## config.mk

```make
export PLATFORM = sky130hd
export DESIGN_NAME = rms_edf_tick_scheduler
export DESIGN_NICKNAME = d
export VERILOG_FILES = /design/src/rmsedf_pkg.sv /design/src/rmsedf_ctrl.sv /design/src/rmsedf_dp.sv /design/src/rms_edf_tick_scheduler.sv
export SDC_FILE = /design/constraint.sdc
export NUM_CORES = 1
export LEC_CHECK = 0
export BUFFER_PORTS_ARGS = -buffer_cell sky130_fd_sc_hd__buf_2
export CORE_MARGIN = 3
export CORE_UTILIZATION = 30
export DETAILED_ROUTE_END_ITERATION = 7
export HOLD_SLACK_MARGIN = 0.03
export PLACE_DENSITY = 0.55
export SLEW_MARGIN = 20
export SYNTH_ARGS = -nofsm -noshare
export SYNTH_HDL_FRONTEND = slang
export SYNTH_SLANG_ARGS = --single-unit
export TNS_END_PERCENT = 20
```

## constraint.sdc

```tcl
create_clock -name clk -period 12.74 [get_ports clk]
set_input_delay 3.185 -clock clk [delete_from_list [all_inputs] [get_ports clk]]
set_output_delay 3.185 -clock clk [all_outputs]
set_load 0.1 [all_outputs]
```

## src/rmsedf_pkg.sv

```systemverilog
// shared constants, codes and controller/datapath interface types
package rmsedf_pkg;

  localparam int MAX_TASKS      = 8;
  localparam int TIME_BITS      = 16;
  localparam int WIDE_BITS      = TIME_BITS + 2;
  localparam int SLOT_BITS      = $clog2(MAX_TASKS);
  localparam int MASK_BITS      = 8;
  localparam int CFG_INDEX_BITS = 2;
  localparam int CFG_DATA_BITS  = 16;

  localparam logic OP_LOAD = 1'b0;
  localparam logic OP_TICK = 1'b1;

  localparam logic [CFG_INDEX_BITS-1:0] CFG_POLICY_MODE = 2'd0;
  localparam logic [CFG_INDEX_BITS-1:0] CFG_SIM_LENGTH  = 2'd1;

  typedef struct packed {
    logic load;
    logic emit_halt;
    logic scan_init;
    logic scan_step;
    logic finish;
    logic dl_fix;
  } ctrl_cmd_t;

  typedef struct packed {
    logic halt_now;
    logic scan_last;
    logic job_ends;
  } ctrl_status_t;

endpackage

```

## src/rmsedf_ctrl.sv

```systemverilog
// controller state machine: request decode, slot scan sequencing, job update
module rmsedf_ctrl (
  input  logic                    clk,
  input  logic                    rst,
  input  logic                    start,
  input  logic                    op,
  input  rmsedf_pkg::ctrl_status_t status,
  output rmsedf_pkg::ctrl_cmd_t    cmd,
  output logic                    busy
);
  import rmsedf_pkg::*;

  localparam logic [1:0] S_IDLE   = 2'd0;
  localparam logic [1:0] S_SCAN   = 2'd1;
  localparam logic [1:0] S_FINISH = 2'd2;
  localparam logic [1:0] S_DLFIX  = 2'd3;

  logic [1:0] state;
  logic [1:0] state_next;

  assign busy = (state != S_IDLE);

  always_comb begin
    state_next = state;
    cmd        = '0;
    unique case (state)
      S_IDLE: begin
        if (start) begin
          if (op == OP_LOAD) begin
            cmd.load = 1'b1;
          end else if (status.halt_now) begin
            cmd.emit_halt = 1'b1;
          end else begin
            cmd.scan_init = 1'b1;
            state_next    = S_SCAN;
          end
        end
      end
      S_SCAN: begin
        cmd.scan_step = 1'b1;
        if (status.scan_last) state_next = S_FINISH;
      end
      S_FINISH: begin
        cmd.finish = 1'b1;
        state_next = status.job_ends ? S_DLFIX : S_IDLE;
      end
      S_DLFIX: begin
        cmd.dl_fix = 1'b1;
        state_next = S_IDLE;
      end
      default: state_next = S_IDLE;
    endcase
  end

  always_ff @(posedge clk) begin
    if (rst) state <= S_IDLE;
    else state <= state_next;
  end

endmodule

```

## src/rmsedf_dp.sv

```systemverilog
// datapath: task table, time, config registers, scan selection and results
module rmsedf_dp (
  input  logic                                 clk,
  input  logic                                 rst,
  input  rmsedf_pkg::ctrl_cmd_t                 cmd,
  output rmsedf_pkg::ctrl_status_t              status,
  input  logic                                 cfg_valid,
  input  logic [rmsedf_pkg::CFG_INDEX_BITS-1:0] cfg_index,
  input  logic [rmsedf_pkg::CFG_DATA_BITS-1:0]  cfg_data,
  input  logic [2:0]                           task_slot,
  input  logic [15:0]                          first_release,
  input  logic [15:0]                          exec_time,
  input  logic [15:0]                          first_deadline,
  input  logic [15:0]                          task_period_in,
  output logic                                 done,
  output logic [7:0]                           arrive_mask,
  output logic                                 run_valid,
  output logic [2:0]                           run_task,
  output logic                                 start_flag,
  output logic                                 end_flag,
  output logic                                 miss_flag,
  output logic [2:0]                           miss_task,
  output logic                                 halted
);
  import rmsedf_pkg::*;

  logic [WIDE_BITS-1:0] job_release  [MAX_TASKS];
  logic [WIDE_BITS-1:0] job_deadline [MAX_TASKS];
  logic [15:0]          job_period   [MAX_TASKS];
  logic [15:0]          job_exec     [MAX_TASKS];
  logic [15:0]          job_progress [MAX_TASKS];
  logic [MAX_TASKS-1:0] slot_enabled;
  logic [MAX_TASKS-1:0] arrival_seen;
  logic [TIME_BITS-1:0] now_tick;
  logic                 stopped;
  logic                 policy_mode;
  logic [15:0]          sim_length;

  logic [SLOT_BITS-1:0] idx;
  logic [MASK_BITS-1:0] mask;
  logic                 miss;
  logic [SLOT_BITS-1:0] miss_slot;
  logic                 found;
  logic [SLOT_BITS-1:0] run;
  logic [WIDE_BITS-1:0] best_key;
  logic [WIDE_BITS-1:0] best_rel;
  logic [15:0]          best_per;
  logic [15:0]          best_prog;
  logic [15:0]          best_exec;

  logic [SLOT_BITS-1:0] load_idx;
  logic                 load_ok;
  logic [WIDE_BITS-1:0] now_wide;
  logic                 cur_en;
  logic [WIDE_BITS-1:0] cur_rel;
  logic [WIDE_BITS-1:0] cur_key;
  logic                 cur_arrive;
  logic                 cur_miss;
  logic                 cur_cand;
  logic [15:0]          prog_inc;
  logic [WIDE_BITS-1:0] rel_next;
  logic                 ends;

  assign load_idx   = SLOT_BITS'(task_slot);
  assign load_ok    = (32'(task_slot) < MAX_TASKS);
  assign now_wide   = WIDE_BITS'(now_tick);
  assign cur_en     = slot_enabled[idx];
  assign cur_rel    = job_release[idx];
  assign cur_key    = policy_mode ? job_deadline[idx] : WIDE_BITS'(job_period[idx]);
  assign cur_arrive = cur_en && (cur_rel == now_wide) && !arrival_seen[idx];
  assign cur_miss   = cur_en && (job_deadline[idx] < now_wide);
  assign cur_cand   = cur_en && (cur_rel <= now_wide);
  assign prog_inc   = best_prog + 16'd1;
  assign rel_next   = best_rel + WIDE_BITS'(best_per);
  assign ends       = found && !miss && (prog_inc >= best_exec);

  assign status.halt_now  = stopped || (now_tick >= TIME_BITS'(sim_length));
  assign status.scan_last = (idx == SLOT_BITS'(MAX_TASKS - 1));
  assign status.job_ends  = ends;

  // config registers
  always_ff @(posedge clk) begin
    if (rst) begin
      policy_mode <= 1'b0;
      sim_length  <= 16'hFFFF;
    end else if (cfg_valid) begin
      unique case (cfg_index)
        CFG_POLICY_MODE: policy_mode <= cfg_data[0];
        CFG_SIM_LENGTH:  sim_length  <= cfg_data;
        default: ;
      endcase
    end
  end

  // task table and time
  always_ff @(posedge clk) begin
    if (rst) begin
      slot_enabled <= '0;
      arrival_seen <= '0;
      now_tick     <= '0;
      stopped      <= 1'b0;
    end else begin
      if (cmd.load && load_ok) begin
        job_release[load_idx]  <= WIDE_BITS'(first_release);
        job_exec[load_idx]     <= exec_time;
        job_deadline[load_idx] <= WIDE_BITS'(first_deadline);
        job_period[load_idx]   <= task_period_in;
        job_progress[load_idx] <= '0;
        slot_enabled[load_idx] <= 1'b1;
        arrival_seen[load_idx] <= 1'b0;
      end
      if (cmd.scan_step && cur_arrive) arrival_seen[idx] <= 1'b1;
      if (cmd.finish) begin
        if (miss) begin
          stopped <= 1'b1;
        end else begin
          now_tick <= now_tick + TIME_BITS'(1);
          if (found) begin
            if (ends) begin
              job_release[run]  <= rel_next;
              job_progress[run] <= '0;
            end else begin
              job_progress[run] <= prog_inc;
            end
          end
        end
      end
      if (cmd.dl_fix) job_deadline[run] <= rel_next;
    end
  end

  // scan selection
  always_ff @(posedge clk) begin
    if (cmd.scan_init) begin
      idx   <= '0;
      mask  <= '0;
      miss  <= 1'b0;
      found <= 1'b0;
    end
    if (cmd.scan_step) begin
      idx <= idx + SLOT_BITS'(1);
      if (cur_arrive && (32'(idx) < MASK_BITS)) mask[idx] <= 1'b1;
      if (cur_miss && !miss) begin
        miss      <= 1'b1;
        miss_slot <= idx;
      end
      if (cur_cand && (!found || (cur_key < best_key))) begin
        found     <= 1'b1;
        run       <= idx;
        best_key  <= cur_key;
        best_rel  <= cur_rel;
        best_per  <= job_period[idx];
        best_prog <= job_progress[idx];
        best_exec <= job_exec[idx];
      end
    end
    if (cmd.finish && ends) best_rel <= rel_next;
  end

  // result registers
  always_ff @(posedge clk) begin
    if (rst) begin
      done <= 1'b0;
    end else begin
      done <= cmd.emit_halt || cmd.finish;
    end
    if (cmd.emit_halt) begin
      arrive_mask <= '0;
      run_valid   <= 1'b0;
      run_task    <= '0;
      start_flag  <= 1'b0;
      end_flag    <= 1'b0;
      miss_flag   <= 1'b0;
      miss_task   <= '0;
      halted      <= 1'b1;
    end else if (cmd.finish) begin
      arrive_mask <= 8'(mask);
      if (miss) begin
        run_valid  <= 1'b0;
        run_task   <= '0;
        start_flag <= 1'b0;
        end_flag   <= 1'b0;
        miss_flag  <= 1'b1;
        miss_task  <= 3'(miss_slot);
        halted     <= 1'b1;
      end else begin
        run_valid  <= found;
        run_task   <= found ? 3'(run) : 3'd0;
        start_flag <= found && (best_prog == 16'd0);
        end_flag   <= ends;
        miss_flag  <= 1'b0;
        miss_task  <= '0;
        halted     <= 1'b0;
      end
    end
  end

endmodule

```

## src/rms_edf_tick_scheduler.sv

```systemverilog
// top level: rate monotonic / edf periodic task scheduler
// load request: taken while idle, no result, busy stays low
// tick request: one slot scanned per cycle, result strobe via the done register
//   after finish; busy in scan, finish and, if the job ends, deadline update
// tick while halted: result strobe on the next cycle; the receiver cannot stall
// synchronous reset clears the task table valid bits, time and halt, and resets config
module rms_edf_tick_scheduler (
  input  logic                                 clk,
  input  logic                                 rst,
  input  logic                                 start,
  output logic                                 busy,
  input  logic                                 op,
  input  logic [2:0]                           task_slot,
  input  logic [15:0]                          first_release,
  input  logic [15:0]                          exec_time,
  input  logic [15:0]                          first_deadline,
  input  logic [15:0]                          task_period_in,
  input  logic                                 cfg_valid,
  output logic                                 cfg_ready,
  input  logic [rmsedf_pkg::CFG_INDEX_BITS-1:0] cfg_index,
  input  logic [rmsedf_pkg::CFG_DATA_BITS-1:0]  cfg_data,
  output logic                                 done,
  output logic [7:0]                           arrive_mask,
  output logic                                 run_valid,
  output logic [2:0]                           run_task,
  output logic                                 start_flag,
  output logic                                 end_flag,
  output logic                                 miss_flag,
  output logic [2:0]                           miss_task,
  output logic                                 halted
);
  import rmsedf_pkg::*;

  ctrl_cmd_t    cmd;
  ctrl_status_t status;

  assign cfg_ready = 1'b1;

  rmsedf_ctrl u_ctrl (
    .clk    (clk),
    .rst    (rst),
    .start  (start),
    .op     (op),
    .status (status),
    .cmd    (cmd),
    .busy   (busy)
  );

  rmsedf_dp u_dp (
    .clk            (clk),
    .rst            (rst),
    .cmd            (cmd),
    .status         (status),
    .cfg_valid      (cfg_valid && cfg_ready),
    .cfg_index      (cfg_index),
    .cfg_data       (cfg_data),
    .task_slot      (task_slot),
    .first_release  (first_release),
    .exec_time      (exec_time),
    .first_deadline (first_deadline),
    .task_period_in (task_period_in),
    .done           (done),
    .arrive_mask    (arrive_mask),
    .run_valid      (run_valid),
    .run_task       (run_task),
    .start_flag     (start_flag),
    .end_flag       (end_flag),
    .miss_flag      (miss_flag),
    .miss_task      (miss_task),
    .halted         (halted)
  );

endmodule
```

=== After elaboration in Yosys (flattened, before gate mapping) ===
Memories as Yosys holds them, arrays and structs flattened. A register that Yosys moved wholly into a read port is not among the register bits.
Cells that the tools add are included.

* Register bits after elaboration: 143
* Bits in writable memories: 672
* Bits of input ports: 90
* Memories: 5

{| class="wikitable"
|+ Memories
! name !! depth !! width !! rd ports !! clocked after memory_dff !! wr ports !! line !! source
|-
| u_dp.job_deadline || 8 || 18 || 1 || 1 || 1 || rmsedf_dp.sv:28 || <nowiki>logic [WIDE_BITS-1:0] job_deadline [MAX_TASKS];</nowiki>
|-
| u_dp.job_release || 8 || 18 || 1 || 1 || 1 || rmsedf_dp.sv:27 || <nowiki>logic [WIDE_BITS-1:0] job_release [MAX_TASKS];</nowiki>
|-
| u_dp.job_exec || 8 || 16 || 1 || 1 || 1 || rmsedf_dp.sv:30 || <nowiki>logic [15:0] job_exec [MAX_TASKS];</nowiki>
|-
| u_dp.job_period || 8 || 16 || 1 || 1 || 1 || rmsedf_dp.sv:29 || <nowiki>logic [15:0] job_period [MAX_TASKS];</nowiki>
|-
| u_dp.job_progress || 8 || 16 || 1 || 1 || 1 || rmsedf_dp.sv:31 || <nowiki>logic [15:0] job_progress [MAX_TASKS];</nowiki>
|}

* Add/sub/neg operators: 4
* Equal/unequal tests: 10
* Bitwise logic cells: 7
* Reduce and logical (&&, ||, !) cells: 37
* Magnitude comparators: 9
* Muxes and demuxes: 79

{| class="wikitable"
|+ Operators by type and width
! operator !! number
|-
| $mux W18 || 6
|-
| $mux W8 || 6
|-
| $mux W1 || 41
|-
| $mux W3 || 13
|-
| $reduce_or A18 Y1 || 2
|-
| $add A16 B1 Y16 const B || 2
|-
| $ge A16 B16 Y1 || 2
|-
| $mux W16 || 2
|-
| $or A8 B8 Y8 || 3
|-
| $add A18 B16 Y18 || 1
|-
| $eq A18 B16 Y1 || 1
|-
| $le A18 B16 Y1 || 1
|-
| $lt A18 B16 Y1 || 1
|-
| $lt A18 B18 Y1 || 1
|-
| $logic_not A16 Y1 || 1
|-
| $reduce_or A16 Y1 || 1
|-
| $reduce_and A2 Y1 || 7
|-
| $logic_and A1 B1 Y1 || 13
|-
| $mux W2 || 6
|-
| $and A8 B8 Y8 || 1
|-
| $lt A3 B4 Y1 const B || 2
|-
| $ne A2 B2 Y1 const B || 4
|-
| $not A8 Y8 || 1
|-
| $pmux W2 S4 || 1
|-
| 14 further kinds || 27
|}

=== Longest topological paths before layout ===
Gate-level depths: netlist (run 1).

* Depth after elaboration: 12
* Mapped depth: 14
* Mapped depth without buffers: 12

=== By module ===
From an unflattened synthesis (run 1), not the netlist that was laid out.

* Cell total of the unflattened synthesis: 2737
* Area, all modules: 38558.2 um^2

{| class="wikitable"
|+ By module, submodules not included
! module !! sequential area each (um^2) !! cells each !! instances !! area an instance (um^2)
|-
| rmsedf_dp || 24633.6 || 2716 || 1 || 38414.3
|-
| rmsedf_ctrl || 40.0 || 19 || 1 || 132.6
|-
| rms_edf_tick_scheduler || 0.0 || 2 || 1 || 11.3
|}

=== Least setup slack after synthesis (run 1) ===
OpenSTA, ideal clock, no wires.

* Path type: register -> register
* Start: register (tool-made name)
* End: register u_dp.best_exec[0] (read register of u_dp.job_exec), enable pin
* Arrival time: 6126 ps
* Path buffers: 2
* Slack: 6118 ps
* Stages on the path, launching flop included: 13
* Clock period less this slack: 6622 ps
* Path through: dfxtp_1 buf_2 buf_1 mux4_2 mux2_2 mux2_2 ha_1 and3_1 nand3_1 nor4_1 a211o_1 o21a_1 nor2_1

{| class="wikitable"
|+ RTL lines
! element !! line !! source
|-
| end, declared || rmsedf_dp.sv:49 || <nowiki>logic [15:0] best_exec;</nowiki>
|}

==> results of run 1 <==
-- worst min-delay path, delay by kind of cell (launching register included) --
| kind | cells | cell delay, ns |
|---|---|---|
| DFF | 1 | 0.31 |
| and+or+nand+nor | 1 | 0.05 |
| AOI/OAI and AO/OA | 1 | 0.05 |
-- path summary, 6_finish.rpt --
check                                   to  slack, ns  cells after the start
max            u_dp.best_prog[5]$_DFFE_PP_       6.97                     12
min          u_dp.run_task[0]$_SDFFE_PP0N_       0.45                      2
max reg2reg    u_dp.best_prog[5]$_DFFE_PP_       6.97                     12
min reg2reg  u_dp.run_task[0]$_SDFFE_PP0N_       0.45                      2
-- state kept, by name, summed over array words and instances (netlist names), 16 cells and up, named ones only --
name	cells
u_dp.best_exec	16
u_dp.best_key	18
u_dp.best_prog	16
u_dp.job_period	128
u_dp.job_progress	128
u_dp.best_rel	18
u_dp.best_per	16
u_dp.job_release	144
u_dp.job_deadline	144
u_dp.sim_length	16
u_dp.job_exec	128
u_dp.now_tick	16
-- cell usage after synthesis (5+ instances only) --
cell      instances
a21o_1           22
nand2_1          93
a22oi_1         107
o22ai_1           6
ha_1            101
nand3_1          38
nand4_1          39
a211o_1          20
or2_2             5
a22o_1           19
inv_1            96
o21ai_1          39
o21a_1           11
and3_1            9
nor4_1            8
nor2_1           83
nand2b_1         22
o211ai_1         14
clkbuf_1         67
mux4_2          104
mux2_2           67
nor3b_1           7
nor2b_1          21
buf_1             8
edfxtp_1        765
dfxtp_1          85
buf_2            19
and4_1            8
a21oi_1          73
o21ai_0          45
nor3_1           11
mux2i_1          27
a221oi_1         12
xnor2_1          35
-- cells by family after synthesis --
logic type / after synthesis
flops: 850
compound gates: 410
simple gates: 364
mux: 202
buf+inv: 198
fa+ha+maj: 102
xor+xnor: 39
other cells: 1
-- area by class of cell --
class                           count  area (sq um)
Antenna cell                        5         12.51
Timing Repair Buffer              164         955.9
Inverter                           99         371.6
Clock inverter                     62         665.6
Fill cell                       11020         75460
Multi-Input combinational cell   1118          9866
Sequential cell                   850         24680
Tap cell                         1524          1907
Clock buffer                      110          2442
-- through the flow --
step | hold slack, ns | worst slack, ns | total power, mW
2_1_floorplan | 0.4211 | 6.118 | 3.585
3_3_place_gp | 0.4326 | 6.753 | 3.783
3_5_place_dp | 0.4416 | 6.656 | 3.797
4_1_cts | 0.4517 | 6.849 | 6.498
5_1_grt | 0.4737 | 6.556 | 6.653
6_report | 0.4504 | 6.965 | 6.430
-- layer usage --
metal | up-vias | global-route usage [%] | routed length (microns)
li1 | 8903 | - | -
met1 | 10290 | 19.05 | 38690
met2 | 651 | 25.31 | 45420
met3 | 169 | 3.350 | 5575
met4 | 8 | 5.223 | 2721
met5 | - | 0 | 55
-- power groups by stage --
stage / registers, mW / clock network (mW) / logic (mW)
2_1_floorplan: 3.22 / 0 / 0.367
3_3_place_gp: 3.18 / 0 / 0.605
3_5_place_dp: 3.18 / 0 / 0.616
4_1_cts: 3.12 / 2.76 / 0.620
5_1_grt: 3.12 / 2.87 / 0.661
6_report: 3.12 / 2.70 / 0.613
==> out/metrics.csv, run 1 <==
stage,metric,value,unit
outcome,status,finished clean,
yosys,synth_cell_type_count,80,
yosys,yosys.area_share.adder,3.649,%
layout,layout-drive-gt1-share,22.14,%
yosys,synthMuxAreaShare,9.708,%
power_and_ir_drop,clockPowerShare,41.9,%
timing,fin_skew,0.02389,ns
setup_path,crit_type,reg -> reg,
yosys,synth_xor_area_share,0.9708,%
setup_path,worstPathArrival,6.06,ns
routing,drc,0,
yosys,synth_warnings,0,
routing,wl_per_cell,23.51,microns
timing,setup_violations,0,
yosys,yosysTopAreaCell,edfxtp_1,
setup_path,path_cells,buf_4 > mux4_2 > mux2_2 > mux2_2 > ha_1 > and3_1 > nand3_1 > nor4_1 > a211o_1 > o21a_1 > nor2_4 > buf_4,
cts,clock_latency,0.66,ns
yosys,synth_top_family_by_area,multiplexers,
floorplanning,row_count,125,
setup_path,critical_path.startpoint_type,flop,
grt,grt_antenna_before_repair,17,
cts,cts_num_sinks,850,
grt,track_usage,15.01,%
cts,postCtsSetupBuffers,0,
routing,vias,20020,
power_and_ir_drop,pwr-share-comb,9.5,%
run,cap_violations,0,
yosys,synth_simple_gate_area_share,5.263,%
setup_path,endpoint_kind,flop,
yosys,synth_nets,2358,
layout,final_util,35.15,%
yosys,yosysTopAreaCellShare,65.29,%
timing,grt_setup_unrepaired,no,
floorplanning,start_util,30.24,%
timing,tns,0,ns
placed_design,dp.cells,3755,
grt,grt_pass1_wl,135.7,mm
placed_design,place_area,37780,sq um
timing,max-slew-margin-rel,31.72,%
yosys,seq_area_frac_synth,70.13,%
grt,grt_max_degree,63,
layout,final_common_cell,edfxtp_1,
power_and_ir_drop,ir_drop,0.1048,mV
placed_design,hpwl,59.00,mm
yosys,synth_compound_area_share,8.026,%
floorplanning,die_h,348.5,microns
cts,cts.clk_slew.worst_paths,0.06,ns
setup_path,crit_fanout,62,
setup_path,cp.required,13.03,ns
routing,drt_iter0_markers,1653,
yosys,synth_cells,2166,
timing,hold_viol,0,
floorplanning,die_x,348.5,microns
grt,overflow,0,
yosys,synth_seq_cells,850,
timing,min_period,5.775,ns
cts,cts_root_buffer,clkbuf_16,
timing,final_max_slew_viol_count,0,
min_path,hold_start,u_dp.run_task[0]$_SDFFE_PP0N_,
layout,fin_area,40900,sq um
cts,cts_buffer_depth,3,
placed_design,port_buffers,110,
routing,drt_pass1_iterations,7,
cts,ctsHoldBuffers,0,
power_and_ir_drop,seq_power_share,48.5,%
floorplanning,dieArea,121400,sq um
setup_path,cp_top_family,buffers and inverters,
cts,cts_tree,built,
yosys,synthArstFlopShare,0,%
power_and_ir_drop,p_sw,1.540,mW
floorplanning,io_pins,112,
setup_path,cp.buffers_inverters,2,
layout,fin_nets,2517,
layout,fin_cells,3932,
layout,area_growth,16.26,%
yosys,synth.area.top_cells,"edfxtp_1 (65%), mux4_2 (6.7%), dfxtp_1 (4.8%)",
setup_path,cp_slowest_cell,buf_4,
layout,layout_common_cells,"edfxtp_1 (765), buf_2 (110), a22oi_1 (107)",
floorplanning,core_region_area,116400,sq um
cts,cts_buffers,92,
yosys,synthFlopType,edfxtp_1,
power_and_ir_drop,internal_power,4.890,mW
grt,grt_pass1_vias,20700,
yosys,synth-edff-count,765,
timing,timing.final.crit_share,45.33,%
yosys,netlist_area,35180,sq um
min_path,min_path_type,reg -> reg,
routing,detail-route-antenna-nets,0,
timing,max_freq,173.2,MHz
cts,cts-resized-gates,0,
power_and_ir_drop,cellLeakagePower,13.76,nW
power_and_ir_drop,power_density,157.2,nW/um^2
cts,cts_max_level,3,
yosys,syn_area_per_cell,16.24,sq um
power_and_ir_drop,sw_frac_of_total,23.95,%
routing,via_per_inst,5.092,
setup_path,slowest_delay,0.85,ns
routing,routed_wl,92.46,mm
timing,tightest_slew,1.024,ns
placed_design,place_congestion,0.8229,
(Power assumes the default switching activity.)
==> run 2: changes to the inputs <==
--- a/config.mk
+++ b/config.mk
@@ -10,7 +10,7 @@
 export CORE_UTILIZATION = 30
 export DETAILED_ROUTE_END_ITERATION = 7
 export HOLD_SLACK_MARGIN = 0.03
-export PLACE_DENSITY = 0.55
+export PLACE_DENSITY = 0.57
 export SLEW_MARGIN = 20
 export SYNTH_ARGS = -nofsm -noshare
 export SYNTH_HDL_FRONTEND = slang
==> constraint.sdc (replaced) <==
create_clock -name clk -period 4.85 [get_ports clk]
set_input_delay 1.2125 -clock clk [delete_from_list [all_inputs] [get_ports clk]]
set_output_delay 1.2125 -clock clk [all_outputs]
set_load 0.1 [all_outputs]
==> out/metrics.csv, run 2 (synthesis results as in run 1) <==
stage,metric,value,unit,change
setup_path,endpoint_kind,flop,,
floorplanning,io_pins,112,,unchanged
grt,overflow,0,,unchanged
setup_path,cp.required,5.10,ns,-7.93 ns
min_path,min_path_type,reg -> reg,,
grt,grt_pass1_wl,137.7,mm,+1.5%
setup_path,cp_slowest_cell,o21ai_2,,
cts,cts_buffers,87,,-5.4%
timing,max_freq,224.2,MHz,+29%
cts,cts_num_sinks,850,,unchanged
run,cap_violations,0,,unchanged
layout,fin_cells,3929,,-0.076%
timing,final_max_slew_viol_count,0,,unchanged
setup_path,cp.buffers_inverters,1,,-1
layout,multi_input_area,9877,sq um,+0.11%
layout,layout_common_cells,"edfxtp_1 (765), buf_2 (110), a22oi_1 (107)",,
power_and_ir_drop,seq_power_share,49.8,%,+1.3 points
grt,track_usage,15.32,%,+0.31 points
timing,grt_setup_unrepaired,no,,
routing,detail-route-antenna-nets,0,,unchanged
setup_path,slowest_delay,0.74,ns,-0.11 ns
routing,drt_iter0_markers,1697,,+2.7%
floorplanning,die_x,348.5,microns,unchanged
setup_path,path_cells,buf_12 > mux4_2 > mux2_2 > ha_1 > a21oi_1 > a21boi_0 > a2111oi_0 > a311o_1 > o211ai_1 > o21ai_2,,
power_and_ir_drop,clockPowerShare,40.0,%,-1.9 points
routing,drc,0,,unchanged
timing,tightest_slew,1.048,ns,+0.02360 ns
setup_path,critical_path.startpoint_type,flop,,
routing,via_per_inst,5.115,,+0.45%
grt,grt_max_degree,50,,-21%
placed_design,place_congestion,0.8464,,+2.9%
timing,hold_viol,0,,unchanged
power_and_ir_drop,pwr-share-comb,10.1,%,+0.6 points
power_and_ir_drop,power_density,401.3,nW/um^2,+160%
routing,drt_pass1_iterations,7,,unchanged
power_and_ir_drop,cellLeakagePower,13.69,nW,-0.55%
cts,clock_latency,0.67,ns,about the same
floorplanning,die_h,348.5,microns,unchanged
layout,area_growth,15.95,%,
grt,grt_pass1_vias,20570,,-0.59%
placed_design,port_buffers,110,,unchanged
setup_path,cp_top_family,compound AO/OA/AOI/OAI gates,,
timing,timing.final.crit_share,91.98,%,+47 points
timing,max-slew-margin-rel,29.41,%,-2.3 points
timing,setup_violations,0,,unchanged
routing,wl_per_cell,23.97,microns,+1.9%
grt,grt_antenna_before_repair,21,,+4
routing,wl_met2,47.17,mm,+3.9%
cts,cts.clk_slew.worst_paths,0.06,ns,about the same
cts,postCtsSetupBuffers,0,,unchanged
routing,wl_met3,5.689,mm,+2.0%
power_and_ir_drop,p_sw,3.951,mW,+160%
layout,layout-drive-gt1-share,21.70,%,-0.44 points
routing,routed_wl,94.17,mm,+1.9%
cts,ctsHoldBuffers,0,,unchanged
layout,register_area,24680,sq um,unchanged
timing,tns,0,ns,unchanged
cts,cts_tree,built,,
floorplanning,dieArea,121400,sq um,unchanged
timing,min_period,4.461,ns,-1.314 ns
routing,highest_layer,met5,,
cts,cts-resized-gates,0,,unchanged
power_and_ir_drop,internal_power,12.42,mW,+150%
cts,cts_buffer_depth,3,,unchanged
routing,wl_met1,38.17,mm,-1.4%
layout,fin_nets,2524,,+0.28%
floorplanning,core_region_area,116400,sq um,unchanged
setup_path,crit_fanout,39,,-37%
floorplanning,row_count,125,,unchanged
setup_path,worstPathArrival,4.71,ns,-1.35 ns
layout,reg.largest.list,"u_dp.job_deadline x144, u_dp.job_release x144",,
timing,fin_skew,0.04946,ns,+0.02557 ns
power_and_ir_drop,sw_frac_of_total,24.14,%,+0.19 points
floorplanning,start_util,30.24,%,unchanged
cts,cts_max_level,3,,unchanged
outcome,status,finished clean,,
setup_path,crit_type,reg -> reg,,
power_and_ir_drop,ir_drop,0.3225,mV,+210%
layout,final_common_cell,edfxtp_1,,
layout,final.fill_count,10970,,-0.44%
routing,vias,20100,,+0.37%
cts,cts_root_buffer,clkbuf_16,,
placed_design,hpwl,61.01,mm,+3.4%
placed_design,dp.cells,3767,,+0.32%
==> run 2: changes by cell type in the layout (fill, tap and decap cells not counted), moves of 3 or more <==
| cell | before | now |
|---|---|---|
| bufinv_16 | 10 | 6 |
| clkbuf_1 | 11 | 21 |
| clkbuf_8 | 5 | 1 |
| clkinv_8 | 4 | 1 |
| clkinv_2 | 21 | 15 |
| clkbuf_16 | 93 | 88 |
| clkinvlp_4 | 9 | 6 |
| buf_4 | 54 | 57 |
| buf_12 | 0 | 9 |
==> run 2: path summary, 6_finish.rpt <==
check / startpoint / end / slack, ns / cells after the start
setup / recovery: flop / u_dp.best_rel[14]$_DFFE_PP_ / 0.39 / 10
hold / removal: u_dp.run_valid$_SDFFE_PP0N_ / u_dp.run_valid$_SDFFE_PP0N_ / 0.46 / 2
setup reg to reg: flop / u_dp.best_rel[14]$_DFFE_PP_ / 0.39 / 10
hold reg to reg: u_dp.run_valid$_SDFFE_PP0N_ / u_dp.run_valid$_SDFFE_PP0N_ / 0.46 / 2
==> run 2: area by class of cell <==
class,count,share of cell area [%]
repair buffers,176,2.840
flip-flops and latches,850,60.50
clock inverters,48,1.208
well taps,1524,4.674
multi-input cells,1118,24.21
clock buffers,110,5.625
inverters,99,0.9109
diodes,4,0.02454
==> run 2: metal layers <==
| metal | vias up | global-route usage (%) |
|---|---|---|
| met5 | - | 0 |
| met1 | 10370 | 18.99 |
| met4 | 12 | 5.249 |
| met2 | 616 | 26.63 |
| li1 | 8910 | - |
| met3 | 187 | 3.110 |
==> run 2: per-stage QoR <==
stage	area, sq um	hold WS [ns]	power (mW)	setup WS (ns)	util (%)
global route	40790	0.4704	16.95	0.1228	35.05
detailed placement	37990	0.4430	9.977	0.3603	32.65
finish	40790	0.4568	16.37	0.3892	35.06
global placement	37990	0.4375	9.951	0.3770	32.65
CTS	40780	0.4594	16.54	0.3300	35.05
floorplan	35190	0.4211	9.416	0.1439	-
==> run 2: worst reg2reg max path: stages (launching register included) <==
cell and delay, ns:
dfxtp_4 0.49, buf_12 0.32, mux4_2 0.59, mux2_2 0.31, ha_1 0.34, a21oi_1 0.16, a21boi_0 0.11, a2111oi_0 0.51
a311o_1 0.34, o211ai_1 0.15, o21ai_2 0.74
==> run 2: power groups by stage <==
stage               sequential, mW  clock [mW]  combinational (mW)
floorplan                     8.45           0               0.965
CTS                           8.16        6.71                1.67
global route                  8.16        7.00                1.78
global placement              8.31           0                1.64
finish                        8.16        6.55                1.66
detailed placement            8.32           0                1.66
